### config.mk
export PLATFORM = sky130hd
export DESIGN_NAME = double_ended_queue_unit
export DESIGN_NICKNAME = d
export VERILOG_FILES = /design/src/hw/rtl/dq_pkg.sv /design/src/hw/rtl/dq_ctrl.sv /design/src/hw/rtl/dq_datapath.sv /design/src/hw/rtl/double_ended_queue_unit.sv
export SDC_FILE = /design/constraint.sdc
export NUM_CORES = 1
export LEC_CHECK = 0
export BUFFER_PORTS_ARGS = -buffer_cell sky130_fd_sc_hd__buf_4
export CORE_UTILIZATION = 25
export CTS_CLUSTER_SIZE = 40
export DETAILED_ROUTE_END_ITERATION = 6
export SETUP_SLACK_MARGIN = 0.5
export SLEW_MARGIN = 5
export SYNTH_ARGS = -nofsm -noshare
export SYNTH_HDL_FRONTEND = slang
export SYNTH_HIERARCHICAL = 1
export SYNTH_SLANG_ARGS = --single-unit
### constraint.sdc
create_clock -name clock -period 5.4 [get_ports clock]
set_input_delay 0.54 -clock clock [delete_from_list [all_inputs] [get_ports clock]]
set_output_delay 0.54 -clock clock [all_outputs]
set_load 0.02 [all_outputs]
### src/hw/rtl/dq_pkg.sv
package dq_pkg;

   localparam int DEPTH = 16;
   localparam int IDX_W = $clog2(DEPTH);
   localparam int CNT_W = $clog2(DEPTH + 1);
   localparam int DATA_W = 32;
   localparam int REQ_W = 3;
   localparam int ENTRY_COUNT_W = 5;
   localparam int STATUS_W = 2;

   localparam logic [IDX_W-1:0] LAST_IDX = IDX_W'(DEPTH - 1);
   localparam logic [CNT_W-1:0] FULL_COUNT = CNT_W'(DEPTH);
   localparam logic signed [DATA_W-1:0] EMPTY_VALUE = -DATA_W'(1);

   typedef enum logic [REQ_W-1:0] {
      REQ_PUSH_FRONT = 3'd0,
      REQ_PUSH_BACK  = 3'd1,
      REQ_POP_FRONT  = 3'd2,
      REQ_POP_BACK   = 3'd3,
      REQ_QUERY      = 3'd4
   } req_code_type;

   typedef enum logic [STATUS_W-1:0] {
      ST_DONE      = 2'd0,
      ST_POP_EMPTY = 2'd1,
      ST_PUSH_FULL = 2'd2
   } status_code_type;

   typedef struct packed {
      logic update;
      logic capture;
      logic respond;
   } cmd_type;

endpackage

### src/hw/rtl/dq_ctrl.sv
module dq_ctrl (
   input  logic            clock,
   input  logic            reset,
   input  logic            start,
   output logic            busy,
   output dq_pkg::cmd_type cmd
);

   typedef enum logic [2:0] {
      S_IDLE = 3'b001,
      S_READ = 3'b010,
      S_RESP = 3'b100
   } state_type;

   state_type state_ff;
   state_type state_in;

   always_comb begin
      state_in = state_ff;
      unique case (state_ff)
         S_IDLE: begin
            if (start) begin
               state_in = S_READ;
            end
         end
         S_READ: begin
            state_in = S_RESP;
         end
         S_RESP: begin
            state_in = S_IDLE;
         end
         default: begin
            state_in = S_IDLE;
         end
      endcase
   end

   always_ff @(posedge clock) begin
      if (reset) begin
         state_ff <= S_IDLE;
      end else begin
         state_ff <= state_in;
      end
   end

   assign busy        = (state_ff != S_IDLE);
   assign cmd.update  = (state_ff == S_IDLE) && start;
   assign cmd.capture = (state_ff == S_READ);
   assign cmd.respond = (state_ff == S_RESP);

`ifndef SYNTH
   a_accept_to_read: assert property (@(posedge clock) disable iff (reset)
      cmd.update |=> cmd.capture && busy)
      else $error("accepted request did not move on to the read cycle");

   a_read_to_resp: assert property (@(posedge clock) disable iff (reset)
      cmd.capture |=> cmd.respond)
      else $error("read cycle was not followed by the response");

   a_resp_frees: assert property (@(posedge clock) disable iff (reset)
      cmd.respond |=> !busy)
      else $error("block stayed busy after its response");
`endif

endmodule

### src/hw/rtl/dq_datapath.sv
module dq_datapath (
   input  logic                                    clock,
   input  logic                                    reset,
   input  dq_pkg::cmd_type                         cmd,
   input  logic [dq_pkg::REQ_W-1:0]                req_type,
   input  logic signed [dq_pkg::DATA_W-1:0]        req_value,
   output logic                                    rsp_valid,
   output logic signed [dq_pkg::DATA_W-1:0]        rsp_front_value,
   output logic signed [dq_pkg::DATA_W-1:0]        rsp_back_value,
   output logic [dq_pkg::ENTRY_COUNT_W-1:0]        rsp_entry_count,
   output logic                                    rsp_is_empty,
   output logic [dq_pkg::STATUS_W-1:0]             rsp_status
);

   logic signed [dq_pkg::DATA_W-1:0] store_ff [dq_pkg::DEPTH];

   logic [dq_pkg::IDX_W-1:0] front_ff;
   logic [dq_pkg::IDX_W-1:0] front_in;
   logic [dq_pkg::IDX_W-1:0] back_ff;
   logic [dq_pkg::IDX_W-1:0] back_in;
   logic [dq_pkg::CNT_W-1:0] count_ff;
   logic [dq_pkg::CNT_W-1:0] count_in;
   dq_pkg::status_code_type  status_ff;
   dq_pkg::status_code_type  status_in;

   logic signed [dq_pkg::DATA_W-1:0] rd_front_ff;
   logic signed [dq_pkg::DATA_W-1:0] rd_back_ff;

   logic                     wr_en;
   logic [dq_pkg::IDX_W-1:0] wr_addr;
   logic                     full;
   logic                     empty;
   logic [dq_pkg::IDX_W-1:0] front_prev;
   logic [dq_pkg::IDX_W-1:0] front_next;
   logic [dq_pkg::IDX_W-1:0] back_prev;
   logic [dq_pkg::IDX_W-1:0] back_next;
   logic                     is_push;

   assign full  = (count_ff >= dq_pkg::FULL_COUNT);
   assign empty = (count_ff == '0);

   assign front_prev = (front_ff == '0) ? dq_pkg::LAST_IDX : front_ff - 1'b1;
   assign front_next = (front_ff == dq_pkg::LAST_IDX) ? '0 : front_ff + 1'b1;
   assign back_prev  = (back_ff == '0) ? dq_pkg::LAST_IDX : back_ff - 1'b1;
   assign back_next  = (back_ff == dq_pkg::LAST_IDX) ? '0 : back_ff + 1'b1;

   assign is_push = (req_type == dq_pkg::REQ_PUSH_FRONT) ||
                    (req_type == dq_pkg::REQ_PUSH_BACK);

   always_comb begin
      front_in  = front_ff;
      back_in   = back_ff;
      count_in  = count_ff;
      status_in = dq_pkg::ST_DONE;
      wr_en     = 1'b0;
      wr_addr   = front_ff;
      unique case (req_type) inside
         dq_pkg::REQ_PUSH_FRONT, dq_pkg::REQ_PUSH_BACK: begin
            if (full) begin
               status_in = dq_pkg::ST_PUSH_FULL;
            end else if (empty) begin
               wr_en    = 1'b1;
               wr_addr  = front_ff;
               back_in  = front_ff;
               count_in = dq_pkg::CNT_W'(1);
            end else if (req_type == dq_pkg::REQ_PUSH_FRONT) begin
               wr_en    = 1'b1;
               wr_addr  = front_prev;
               front_in = front_prev;
               count_in = count_ff + 1'b1;
            end else begin
               wr_en    = 1'b1;
               wr_addr  = back_next;
               back_in  = back_next;
               count_in = count_ff + 1'b1;
            end
         end
         dq_pkg::REQ_POP_FRONT, dq_pkg::REQ_POP_BACK: begin
            if (empty) begin
               status_in = dq_pkg::ST_POP_EMPTY;
            end else begin
               if (count_ff > dq_pkg::CNT_W'(1)) begin
                  if (req_type == dq_pkg::REQ_POP_FRONT) begin
                     front_in = front_next;
                  end else begin
                     back_in = back_prev;
                  end
               end
               count_in = count_ff - 1'b1;
            end
         end
         default: begin
            status_in = dq_pkg::ST_DONE;
         end
      endcase
   end

   always_ff @(posedge clock) begin
      if (reset) begin
         front_ff <= '0;
         back_ff  <= '0;
         count_ff <= '0;
      end else if (cmd.update) begin
         front_ff <= front_in;
         back_ff  <= back_in;
         count_ff <= count_in;
      end
   end

   always_ff @(posedge clock) begin
      if (cmd.update) begin
         status_ff <= status_in;
      end
   end

   always_ff @(posedge clock) begin
      if (cmd.update && wr_en) begin
         store_ff[wr_addr] <= req_value;
      end
   end

   always_ff @(posedge clock) begin
      if (cmd.capture) begin
         rd_front_ff <= store_ff[front_ff];
         rd_back_ff  <= store_ff[back_ff];
      end
   end

   assign rsp_valid       = cmd.respond;
   assign rsp_is_empty    = empty;
   assign rsp_entry_count = dq_pkg::ENTRY_COUNT_W'(count_ff);
   assign rsp_status      = status_ff;
   assign rsp_front_value = empty ? dq_pkg::EMPTY_VALUE : rd_front_ff;
   assign rsp_back_value  = empty ? dq_pkg::EMPTY_VALUE : rd_back_ff;

`ifndef SYNTH
   a_count_bound: assert property (@(posedge clock) disable iff (reset)
      count_ff <= dq_pkg::FULL_COUNT)
      else $error("entry count exceeds the store depth");

   a_push_full: assert property (@(posedge clock) disable iff (reset)
      cmd.update && is_push && full
      |=> status_ff == dq_pkg::ST_PUSH_FULL && $stable(count_ff) && $stable(front_ff)
          && $stable(back_ff))
      else $error("push on a full queue changed the state");

   a_pop_empty: assert property (@(posedge clock) disable iff (reset)
      cmd.update && empty &&
      (req_type == dq_pkg::REQ_POP_FRONT || req_type == dq_pkg::REQ_POP_BACK)
      |=> status_ff == dq_pkg::ST_POP_EMPTY && count_ff == '0)
      else $error("pop on an empty queue was not ignored");

   a_state_held: assert property (@(posedge clock) disable iff (reset)
      !cmd.update |=> $stable(count_ff) && $stable(front_ff) && $stable(back_ff))
      else $error("queue state moved without a request");
`endif

endmodule

### src/hw/rtl/double_ended_queue_unit.sv
// Channel   Handshake                 Payload
// request   start, busy               req_type, req_value
// response  rsp_valid (strobe)        rsp_front_value, rsp_back_value, rsp_entry_count,
//                                     rsp_is_empty, rsp_status
//
// A request beat is taken when start is high and busy is low.
// Each request is handled in order: the update on acceptance, a registered read of
// both ends of the ring store, then the one-cycle response strobe.
// A new request can be taken on the cycle after the strobe, not before.
// Synchronous active-high reset empties the queue; stored values are left as they are.
// The receiver cannot hold off a response beat.
module double_ended_queue_unit (
   input  logic                                    clock,
   input  logic                                    reset,
   input  logic                                    start,
   output logic                                    busy,
   input  logic [dq_pkg::REQ_W-1:0]                req_type,
   input  logic signed [dq_pkg::DATA_W-1:0]        req_value,
   output logic                                    rsp_valid,
   output logic signed [dq_pkg::DATA_W-1:0]        rsp_front_value,
   output logic signed [dq_pkg::DATA_W-1:0]        rsp_back_value,
   output logic [dq_pkg::ENTRY_COUNT_W-1:0]        rsp_entry_count,
   output logic                                    rsp_is_empty,
   output logic [dq_pkg::STATUS_W-1:0]             rsp_status
);

   dq_pkg::cmd_type cmd;

   dq_ctrl u_ctrl (
      .clock (clock),
      .reset (reset),
      .start (start),
      .busy  (busy),
      .cmd   (cmd)
   );

   dq_datapath u_datapath (
      .clock           (clock),
      .reset           (reset),
      .cmd             (cmd),
      .req_type        (req_type),
      .req_value       (req_value),
      .rsp_valid       (rsp_valid),
      .rsp_front_value (rsp_front_value),
      .rsp_back_value  (rsp_back_value),
      .rsp_entry_count (rsp_entry_count),
      .rsp_is_empty    (rsp_is_empty),
      .rsp_status      (rsp_status)
   );

endmodule

# Word-level counts from Yosys, hierarchy flattened
# Memory sizes are Yosys's and may differ from the RTL's. A register that Yosys moved wholly into a read port is not among the register bits.
# Cells that the tools add are included.
word_totals:
  ram_bits: 512
  word_cells: 81
  latch_bits: 0
  input_bits: 38
  rom_bits: 0
  n_memories: 1
  reg_bits: 18
  out_inout_bits: 74
mem_list:
  columns: ["memory", "words", "width", "read_ports", "rd_clocked_by_memory_dff", "write_ports", "line", "text"]
  rows:
  - ["u_datapath.store_ff", 16, 32, 2, 2, 1, "dq_datapath.sv:15", "logic signed [dq_pkg::DATA_W-1:0] store_ff [dq_pkg::DEPTH];"]
classes:
  reduce_logical: 12
  n_div: 0
  mux: 37
  bitwise: 0
  shift: 0
  eq_ne: 18
  n_addsub: 6
  n_lt_le_gt_ge: 2
  mul: 0
op_table:
  columns: ["operator", "count"]
  rows:
  - ["$mux W4", 20]
  - ["$mux W32", 2]
  - ["$pmux W4 S2", 2]
  - ["$mux W5", 3]
  - ["$ne A2 B2 Y1 const B", 5]
  - ["$pmux W5 S2", 1]
  - ["$eq A3 B2 Y1 const B", 3]
  - ["$add A4 B1 Y4 const B", 2]
  - ["$eq A4 B4 Y1 const B", 2]
  - ["$logic_not A4 Y1", 2]
  - ["$reduce_and A8 Y1", 1]
  - ["$sub A4 B1 Y4 const B", 2]
  - ["$reduce_and A7 Y1", 1]
  - ["$eq A3 B1 Y1 const B", 2]
  - ["$ne A2 B1 Y1 const B", 3]
  - ["$pmux W3 S2", 1]
  - ["$add A5 B1 Y5 const B", 1]
  - ["$ge A5 B5 Y1 const B", 1]
  - ["$gt A5 B1 Y1 const B", 1]
  - ["$logic_not A5 Y1", 1]
  - ["$mux W1", 5]
  - ["$sub A5 B1 Y5 const B", 1]
  - ["$pmux W2 S2", 1]
  - ["$reduce_and A4 Y1", 1]
  - ["9 further kinds", 11]

# Logic depth before layout (Yosys ltp)
# Gate-level depths: netlist of the first run.
depth:
  depth_word: 6
  mapped_depth: 11
  mapped_depth_nobuf: 8

# Modules after synthesis
# The synthesis of the first run kept the hierarchy.
modules_own_cells:
  columns: ["module", "n_inst", "area_per_inst_um2", "cells_each"]
  rows:
  - ["dq_datapath", 1, 27005.9, 1348]
  - ["dq_ctrl", 1, 140.1, 15]

# Worst setup path before layout of the first run
# No wires, ideal clock.
synth_path:
  path_kind: "register to register"
  start: "register u_datapath/back_ff[1] in the netlist's numbering"
  end: "memory u_datapath/store_ff[11][0] in the netlist's numbering, enable pin"
  t_arrival_ns: 4.328
  path_stages_with_launch: 12
  period_less_slack_ns: 4.789
  n_path_buf: 4
  setup_ns: 0.461
  path_slack_ns: 0.611
  path_cell_list: "dfxtp_1 > clkbuf_1 > clkbuf_1 > clkbuf_1 > inv_1 > ha_1 > nand2_1 > o21ai_0 > a21oi_1 > nand2b_1 > clkbuf_1 > nor3_1"
synth_between:
  elab_chain_len: 6
synth_rtl:
  columns: ["item", "line", "text"]
  rows:
  - ["from (decl)", "dq_datapath.sv:19", "logic [dq_pkg::IDX_W-1:0] back_ff;"]
  - ["from (signal assigned)", "dq_datapath.sv:105", "back_ff <= back_in;"]
  - ["$add A4 B1 Y4 or $eq A4 B4 Y1 (tied branches)", "dq_datapath.sv:45", "assign back_next = (back_ff == dq_pkg::LAST_IDX) ? '0 : back_ff + 1'b1;"]
  - ["$mux W4 *", "dq_datapath.sv:45", null]
  - ["$mux W4 *", "dq_datapath.sv:66", "end else if (req_type == dq_pkg::REQ_PUSH_FRONT) begin"]
  - ["$mux W4 *", "dq_datapath.sv:61", "end else if (empty) begin"]
  - ["$mux W4 *", "dq_datapath.sv:59", "if (full) begin"]
  - ["$mux W4 *", "dq_datapath.sv:57", "unique case (req_type) inside"]
  - ["to (decl)", "dq_datapath.sv:15", null]
# Every way passes the cells marked *; elsewhere a longest branch is shown, timed or not.

# Worst setup path in the final report of the first run
layout_path:
  start: "register u_datapath/front_ff[1] in the netlist's numbering"
  end: "memory u_datapath/store_ff[9][17] in the netlist's numbering, enable pin"
layout_between:
  elab_chain_len: 6
layout_rtl:
  columns: ["item", "line", "text"]
  rows:
  - ["from (decl)", "dq_datapath.sv:17", "logic [dq_pkg::IDX_W-1:0] front_ff;"]
  - ["from (signal assigned)", "dq_datapath.sv:104", "front_ff <= front_in;"]
  - ["$sub A4 B1 Y4 or $logic_not A4 Y1 (tied branches)", "dq_datapath.sv:42", "assign front_prev = (front_ff == '0) ? dq_pkg::LAST_IDX : front_ff - 1'b1;"]
  - ["$mux W4", "dq_datapath.sv:42", null]
  - ["$mux W4", "dq_datapath.sv:66", null]
  - ["$mux W4", "dq_datapath.sv:61", null]
  - ["$mux W4", "dq_datapath.sv:59", null]
  - ["$mux W4 *", "dq_datapath.sv:57", null]
# Marks and branches as above.

==> flow_summary.json, run 1 <==
{
  "status": "finished, final reports clean",
  "pwr-share-seq": 0.485,
  "synth-seq-cells": 594,
  "synth_nets": 1410,
  "grt_first_pass_wirelength_um": 106000,
  "power.share.clock": 0.434,
  "worstPathArrival_ns": 3.74,
  "yosysWarnings": 6,
  "area_growth_syn_to_layout_pct": 17.7,
  "cap_viol_max_count": 0,
  "synth_cell_types": 60,
  "p_sw_mw": 2.39,
  "via_per_inst": 4.96,
  "overflow": 0,
  "totalWireLength_um": 72600,
  "critPathKind": "flop to flop",
  "dieArea_um2": 110000,
  "setup_viol": 0,
  "netlist_area_um2": 27100,
  "slew_viol_final": 0,
  "clock_sinks": 594,
  "crit_path_end_kind": "flop",
  "timing.rr.start": "u_datapath/front_ff[1]",
  "setup.worst_path.start_class": "flop",
  "fin_tns_setup_ns": 0,
  "die_w_um": 332,
  "totalPowerFinal_mw": 10.6,
  "vias": 14600,
  "antenna_found_initial": 6,
  "yosys.area.top_type": "edfxtp_1",
  "period_minus_slack_ns": 3.50,
  "io_pins": 112,
  "clockRootBuffer": "clkbuf_16",
  "nets": 1531,
  "yosys-top-cells-count": "edfxtp_1, mux4_2, nand2b_1, clkbuf_1, a21oi_1",
  "crit_chain": "inv_2 > ha_1 > o21bai_1 > a21oi_1 > o211ai_1 > o21ai_1 > nor3_2 > buf_4",
  "reg2reg_to": "u_datapath/store_ff[9][17]",
  "layout-drive-gt1-share": 0.380,
  "clk_pin_slew_ns": 0.06,
  "p_sw_frac": 0.225,
  "yosysSeqAreaShare": 0.651,
  "gp_congestion": 0.754,
  "hold_viol": 0,
  "clk_latency_ns": 0.60,
  "grt_pass1_vias": 15200,
  "max_freq_mhz": 286,
  "hold_path_class": "primary input to flop",
  "ys.flop_type": "edfxtp_1",
  "ctsHoldBuffers": 0,
  "port_buffers": 111,
  "drcViolationCount": 0,
  "post-route-period-util": 0.647,
  "wl_per_cell_um": 24.7,
  "p_int_mw": 8.22,
  "post_cts_resize_count": 0,
  "cts_tree": "done",
  "ant_nets": 0,
  "core-area_um2": 107000,
  "slew_headroom": 0.243,
  "first_pass_iters": 5,
  "ff2ff_path_depth": 8,
  "die_height_um": 332,
  "utilization": 0.298,
  "drt-initial-drc-count": 1328,
  "crit_slowest_cell": "inv_2",
  "slowest_delay_ns": 0.77,
  "rsz0062_at_grt": "no",
  "hold_depth": 1,
  "dp_hpwl_um": 42800,
  "row_count": 120,
  "p_per_area_nw_per_um2": 332,
  "yosysMostFrequentCell": "edfxtp_1",
  "crit_family": "buffers and inverters",
  "cp_max_fo": 34,
  "async_flop_share": 0,
  "cp_num_buf_inv": 2,
  "synthCells": 1363,
  "synth_area_leaders": "edfxtp_1, mux4_2, nand2b_1",
  "grt.total_usage": 0.131,
  "ir_drop_v": 0.000186,
  "fin_worst_skew_ns": 0.0234,
  "start_util": 0.253,
  "cts_buffer_depth": 3,
  "r2r_slack_ns": 1.90,
  "pwr-share-comb": 0.081,
  "synth_top_area_frac": 0.639,
  "synth_edf_count": 578,
  "hold_start": "req_value[5]",
  "syn_area_per_cell_um2": 19.9,
  "whs_endpoint": "u_datapath/store_ff[14][5]",
  "numCtsBuffers": 67,
  "crit_required_ns": 5.64,
  "cts_setup_buffers": 0,
  "tightest_slew_ns": 1.14,
  "design_area_um2": 32000,
  "dpl_cell_area_um2": 29700,
  "cts.htree.levels": 3,
  "p_leak_nw": 9.43,
  "grt_max_degree": 75,
  "antennaDiodeCount": 0
}
-- layer usage --
| layer | track usage | up-vias | wire (µm) | share of wire |
|---|---|---|---|---|
| li1 | - | 6042 | - | - |
| met1 | 0.175 | 7832 | 30900 | 0.43 |
| met2 | 0.210 | 554 | 35100 | 0.48 |
| met3 | 0.0312 | 118 | 4870 | 0.067 |
| met4 | 0.0386 | 10 | 1610 | 0.022 |
| met5 | 0 | - | 65 | 0.00090 |
-- power by group through the flow --
stage	sequential [mW]	combinational, mW	clock, mW
finish	5.15	0.857	4.61
CTS	5.15	0.879	4.73
floorplan	5.21	0.569	0
global route	5.15	0.927	4.90
global placement	5.24	0.862	0
detailed placement	5.25	0.876	0
-- worst max path at each step --
stage / endpoint / slack, ns / startpoint / depth (start not counted)
floorplan: u_datapath/store_ff[11][0] / 0.61 / u_datapath/back_ff[1] / 11
global placement: u_datapath/store_ff[11][18] / 2.02 / u_datapath/front_ff[1] / 8
detailed placement: u_datapath/store_ff[11][14] / 1.96 / u_datapath/front_ff[1] / 8
CTS: rsp_back_value[1] / 1.85 / u_datapath/rsp_entry_count[0] / 5
global route: u_datapath/store_ff[11][17] / 1.68 / u_datapath/front_ff[1] / 8
finish: u_datapath/store_ff[9][17] / 1.90 / u_datapath/front_ff[1] / 8
-- flip-flops by register name, indices dropped and copies added, names as in the netlist --
name / cells
u_datapath/back_ff: 4
u_ctrl/state_ff: 3
u_datapath/front_ff: 4
u_datapath/rd_front_ff: 32
u_datapath/rsp_entry_count: 5
u_datapath/rd_back_ff: 32
u_datapath/rsp_status: 2
u_datapath/store_ff: 512
-- logic make-up (layout without fill, tap and decap cells) --
group / Yosys count / after routing / synth area share
compound gates: 123 / 123 / 0.0313
xor+xnor: 4 / 4 / 0.00129
fa+ha+maj: 9 / 9 / 0.00415
buf+inv: 118 / 287 / 0.0192
flops: 594 / 594 / 0.651
mux: 324 / 324 / 0.252
simple gates: 191 / 191 / 0.0406
-- metrics by stage --
step	setup WS (ns)	hold WS, ns	cells
5_1_grt	1.68	0.227	2935
3_5_place_dp	1.96	0.489	2818
6_report	1.90	0.229	2935
2_1_floorplan	0.611	0.459	1363
3_3_place_gp	2.02	0.471	2818
4_1_cts	1.85	0.190	2935
-- worst register-to-register path: stages (launching register included) --
cell and delay [ns]:
dfxtp_4 0.35, inv_2 0.77, ha_1 0.38, o21bai_1 0.13, a21oi_1 0.12, o211ai_1 0.22
o21ai_1 0.35, nor3_2 0.36, buf_4 0.45
-- placed cells by master, fill, tap and decap left out, types with 6 or more instances in the layout --
cell / count
edfxtp_1: 578
mux4_2: 288
buf_4: 159
nand2b_1: 74
clkbuf_16: 70
a21oi_1: 47
a211oi_1: 38
mux2i_1: 35
and2_1: 35
nor2_1: 17
nand2_1: 16
nor3_2: 16
clkinv_1: 12
clkbuf_1: 10
clkinv_2: 9
nor3_1: 9
dfxtp_1: 9
ha_1: 9
bufinv_16: 8
inv_1: 7
o21ai_0: 6
dfxtp_4: 6
-- cell type report --
class,count,area [µm²]
Tap cell,1403,1760
Timing Repair Buffer,160,1210
Clock inverter,37,424
Multi-Input combinational cell,651,9030
Inverter,10,41.3
Sequential cell,594,17700
Clock buffer,80,1790
Fill cell,10300,75400
(Power assumes the default switching activity.)
==> run 2: changes to the inputs <==
==> constraint.sdc (replaced) <==
create_clock -name clock -period 3.6 [get_ports clock]
set_input_delay 0.36 -clock clock [delete_from_list [all_inputs] [get_ports clock]]
set_output_delay 0.36 -clock clock [all_outputs]
set_load 0.02 [all_outputs]
==> flow_summary.json, run 2 (synthesized netlist as in run 1, its figures left out) <==
{
  "hold_path_class": "primary input to flop",
  "p_leak_nw": 9.55,
  "first_pass_iters": 5,
  "p_sw_frac": 0.228,
  "grt_max_degree": 103,
  "largest_reg_flops": 512,
  "top_register": "u_datapath/store_ff",
  "wl_per_cell_um": 24.5,
  "multi_input_area_um2": 9170,
  "regArea_um2": 17700,
  "antenna_found_initial": 5,
  "final_common_cell": "edfxtp_1",
  "drcViolationCount": 0,
  "pwr-share-comb": 0.089,
  "row_count": 120,
  "top_layer": "met5",
  "drt-initial-drc-count": 1302,
  "status": "finished, final reports clean",
  "totalWireLength_um": 72300,
  "start_util": 0.253,
  "via_per_inst": 4.90,
  "ff2ff_path_depth": 8,
  "layout-drive-gt1-share": 0.391,
  "timing.rr.start": "u_datapath/rsp_entry_count[0]",
  "vias": 14400,
  "period_minus_slack_ns": 2.98,
  "ir_drop_v": 0.000408,
  "slowest_delay_ns": 0.49,
  "io_pins": 112,
  "die_w_um": 332,
  "crit_slowest_cell": "buf_4",
  "worstPathArrival_ns": 3.26,
  "tightest_slew_ns": 1.05,
  "pwr-share-seq": 0.493,
  "crit_required_ns": 3.87,
  "most-common-layout-cells": "edfxtp_1, mux4_2, buf_4",
  "met1_length_um": 30800,
  "grt_first_pass_wirelength_um": 107000,
  "dieArea_um2": 110000,
  "slew_headroom": 0.301,
  "core-area_um2": 107000,
  "wl_met3_um": 4060,
  "cts_buffer_depth": 3,
  "rsz0062_at_grt": "no",
  "p_sw_mw": 3.56,
  "fill_cells": 10300,
  "numCtsBuffers": 61,
  "fin_worst_skew_ns": 0.0613,
  "clk_pin_slew_ns": 0.07,
  "slew_viol_final": 0,
  "max_freq_mhz": 335,
  "area_growth_syn_to_layout_pct": 18.6,
  "antennaDiodeCount": 0,
  "overflow": 0,
  "crit_chain": "inv_1 > ha_1 > or3b_4 > and2_1 > a31oi_1 > nand2b_2 > nor3_4 > buf_4",
  "crit_path_end_kind": "flop",
  "setup_viol": 0,
  "setup.worst_path.start_class": "flop",
  "r2r_slack_ns": 0.62,
  "hold_viol": 0,
  "critPathKind": "flop to flop",
  "grt_pass1_vias": 15500,
  "p_per_area_nw_per_um2": 484,
  "holdWs_ns": 0.0242,
  "cp_max_fo": 23,
  "crit_family": "simple AND/OR/NAND/NOR gates",
  "reg2reg_to": "u_datapath/store_ff[0][25]",
  "cts_tree": "done",
  "wl_met2_um": 36100,
  "p_int_mw": 12.0,
  "dp_hpwl_um": 43300,
  "die_height_um": 332,
  "cp_num_buf_inv": 2,
  "cts_setup_buffers": 0,
  "largestRegisters": "u_datapath/store_ff x512, u_datapath/rd_back_ff x32, u_datapath/rd_front_ff x32",
  "hold_start": "req_value[12]",
  "whs_endpoint": "u_datapath/store_ff[15][12]",
  "clockRootBuffer": "clkbuf_16",
  "clock_sinks": 594,
  "hold_depth": 1,
  "post-route-period-util": 0.829,
  "gp_congestion": 0.770,
  "clk_latency_ns": 0.65,
  "ant_nets": 0,
  "port_buffers": 111,
  "power.share.clock": 0.418,
  "fin_tns_setup_ns": 0,
  "cts.htree.levels": 2,
  "grt.total_usage": 0.130,
  "nets": 1541,
  "cap_viol_max_count": 0
}
## run 2: changes by cell type in the layout (fill, tap and decap cells not counted), moves of 6 or more
cell,delta
clkinvlp_4,+8
nor3_2,-14
nor3_4,+16
clkbuf_16,-8
dlygate4sd3_1,+11
buf_12,+6
## run 2: repair_timing
action                                  CTS  global route
endpoints found under the setup margin    0           257
hold buffers                             11             0
resized for setup                         0             5
endpoints found under the hold margin   124             0
## run 2: final cells by class
type / count / area share
sequential: 594 / 0.550
clock inverter: 47 / 0.0158
clock buffer: 67 / 0.0488
timing repair buffer: 176 / 0.0450
multi-input combinational: 651 / 0.285
tap: 1403 / 0.0545
inverter: 10 / 0.00124
## run 2: per-layer routing
metal / global-route usage / vias up
met5: 0 / -
met4: 0.0322 / 6
met3: 0.0234 / 93
met2: 0.220 / 494
met1: 0.173 / 7793
li1: - / 6056
## run 2: worst max path at each step
stage	startpoint	to	slack, ns	cells after the start
final	u_datapath/rsp_entry_count[0]	u_datapath/store_ff[0][25]	0.62	8
after global routing	u_datapath/rsp_entry_count[0]	rsp_front_value[17]	0.50	6
after CTS	u_ctrl/state_ff[0]	u_datapath/store_ff[14][31]	0.53	8
after detailed placement	req_type[1]	u_datapath/store_ff[5][13]	0.54	7
after global placement	u_ctrl/state_ff[0]	u_datapath/store_ff[14][11]	0.56	8
after floorplan	u_datapath/rsp_entry_count[0]	u_datapath/store_ff[0][0]	0.49	8
## run 2: metrics by stage
stage          utilization  area [µm²]  power (mW)  instances  setup slack, ns
2_1_floorplan            -       27400        8.69       1363            0.486
3_3_place_gp         0.279       30000        9.21       2823            0.563
3_5_place_dp         0.279       30000        9.22       2823            0.539
4_1_cts              0.300       32200        15.8       2948            0.525
5_1_grt              0.300       32200        16.1       2948            0.502
6_report             0.300       32200        15.6       2948            0.616
## run 2: power by group through the flow
stage | Combinational, mW | Sequential (mW) | Clock [mW]
after floorplan | 0.880 | 7.81 | 0
after global placement | 1.38 | 7.82 | 0
after detailed placement | 1.40 | 7.83 | 0
after CTS | 1.41 | 7.68 | 6.69
after global routing | 1.49 | 7.68 | 6.95
final | 1.38 | 7.68 | 6.52
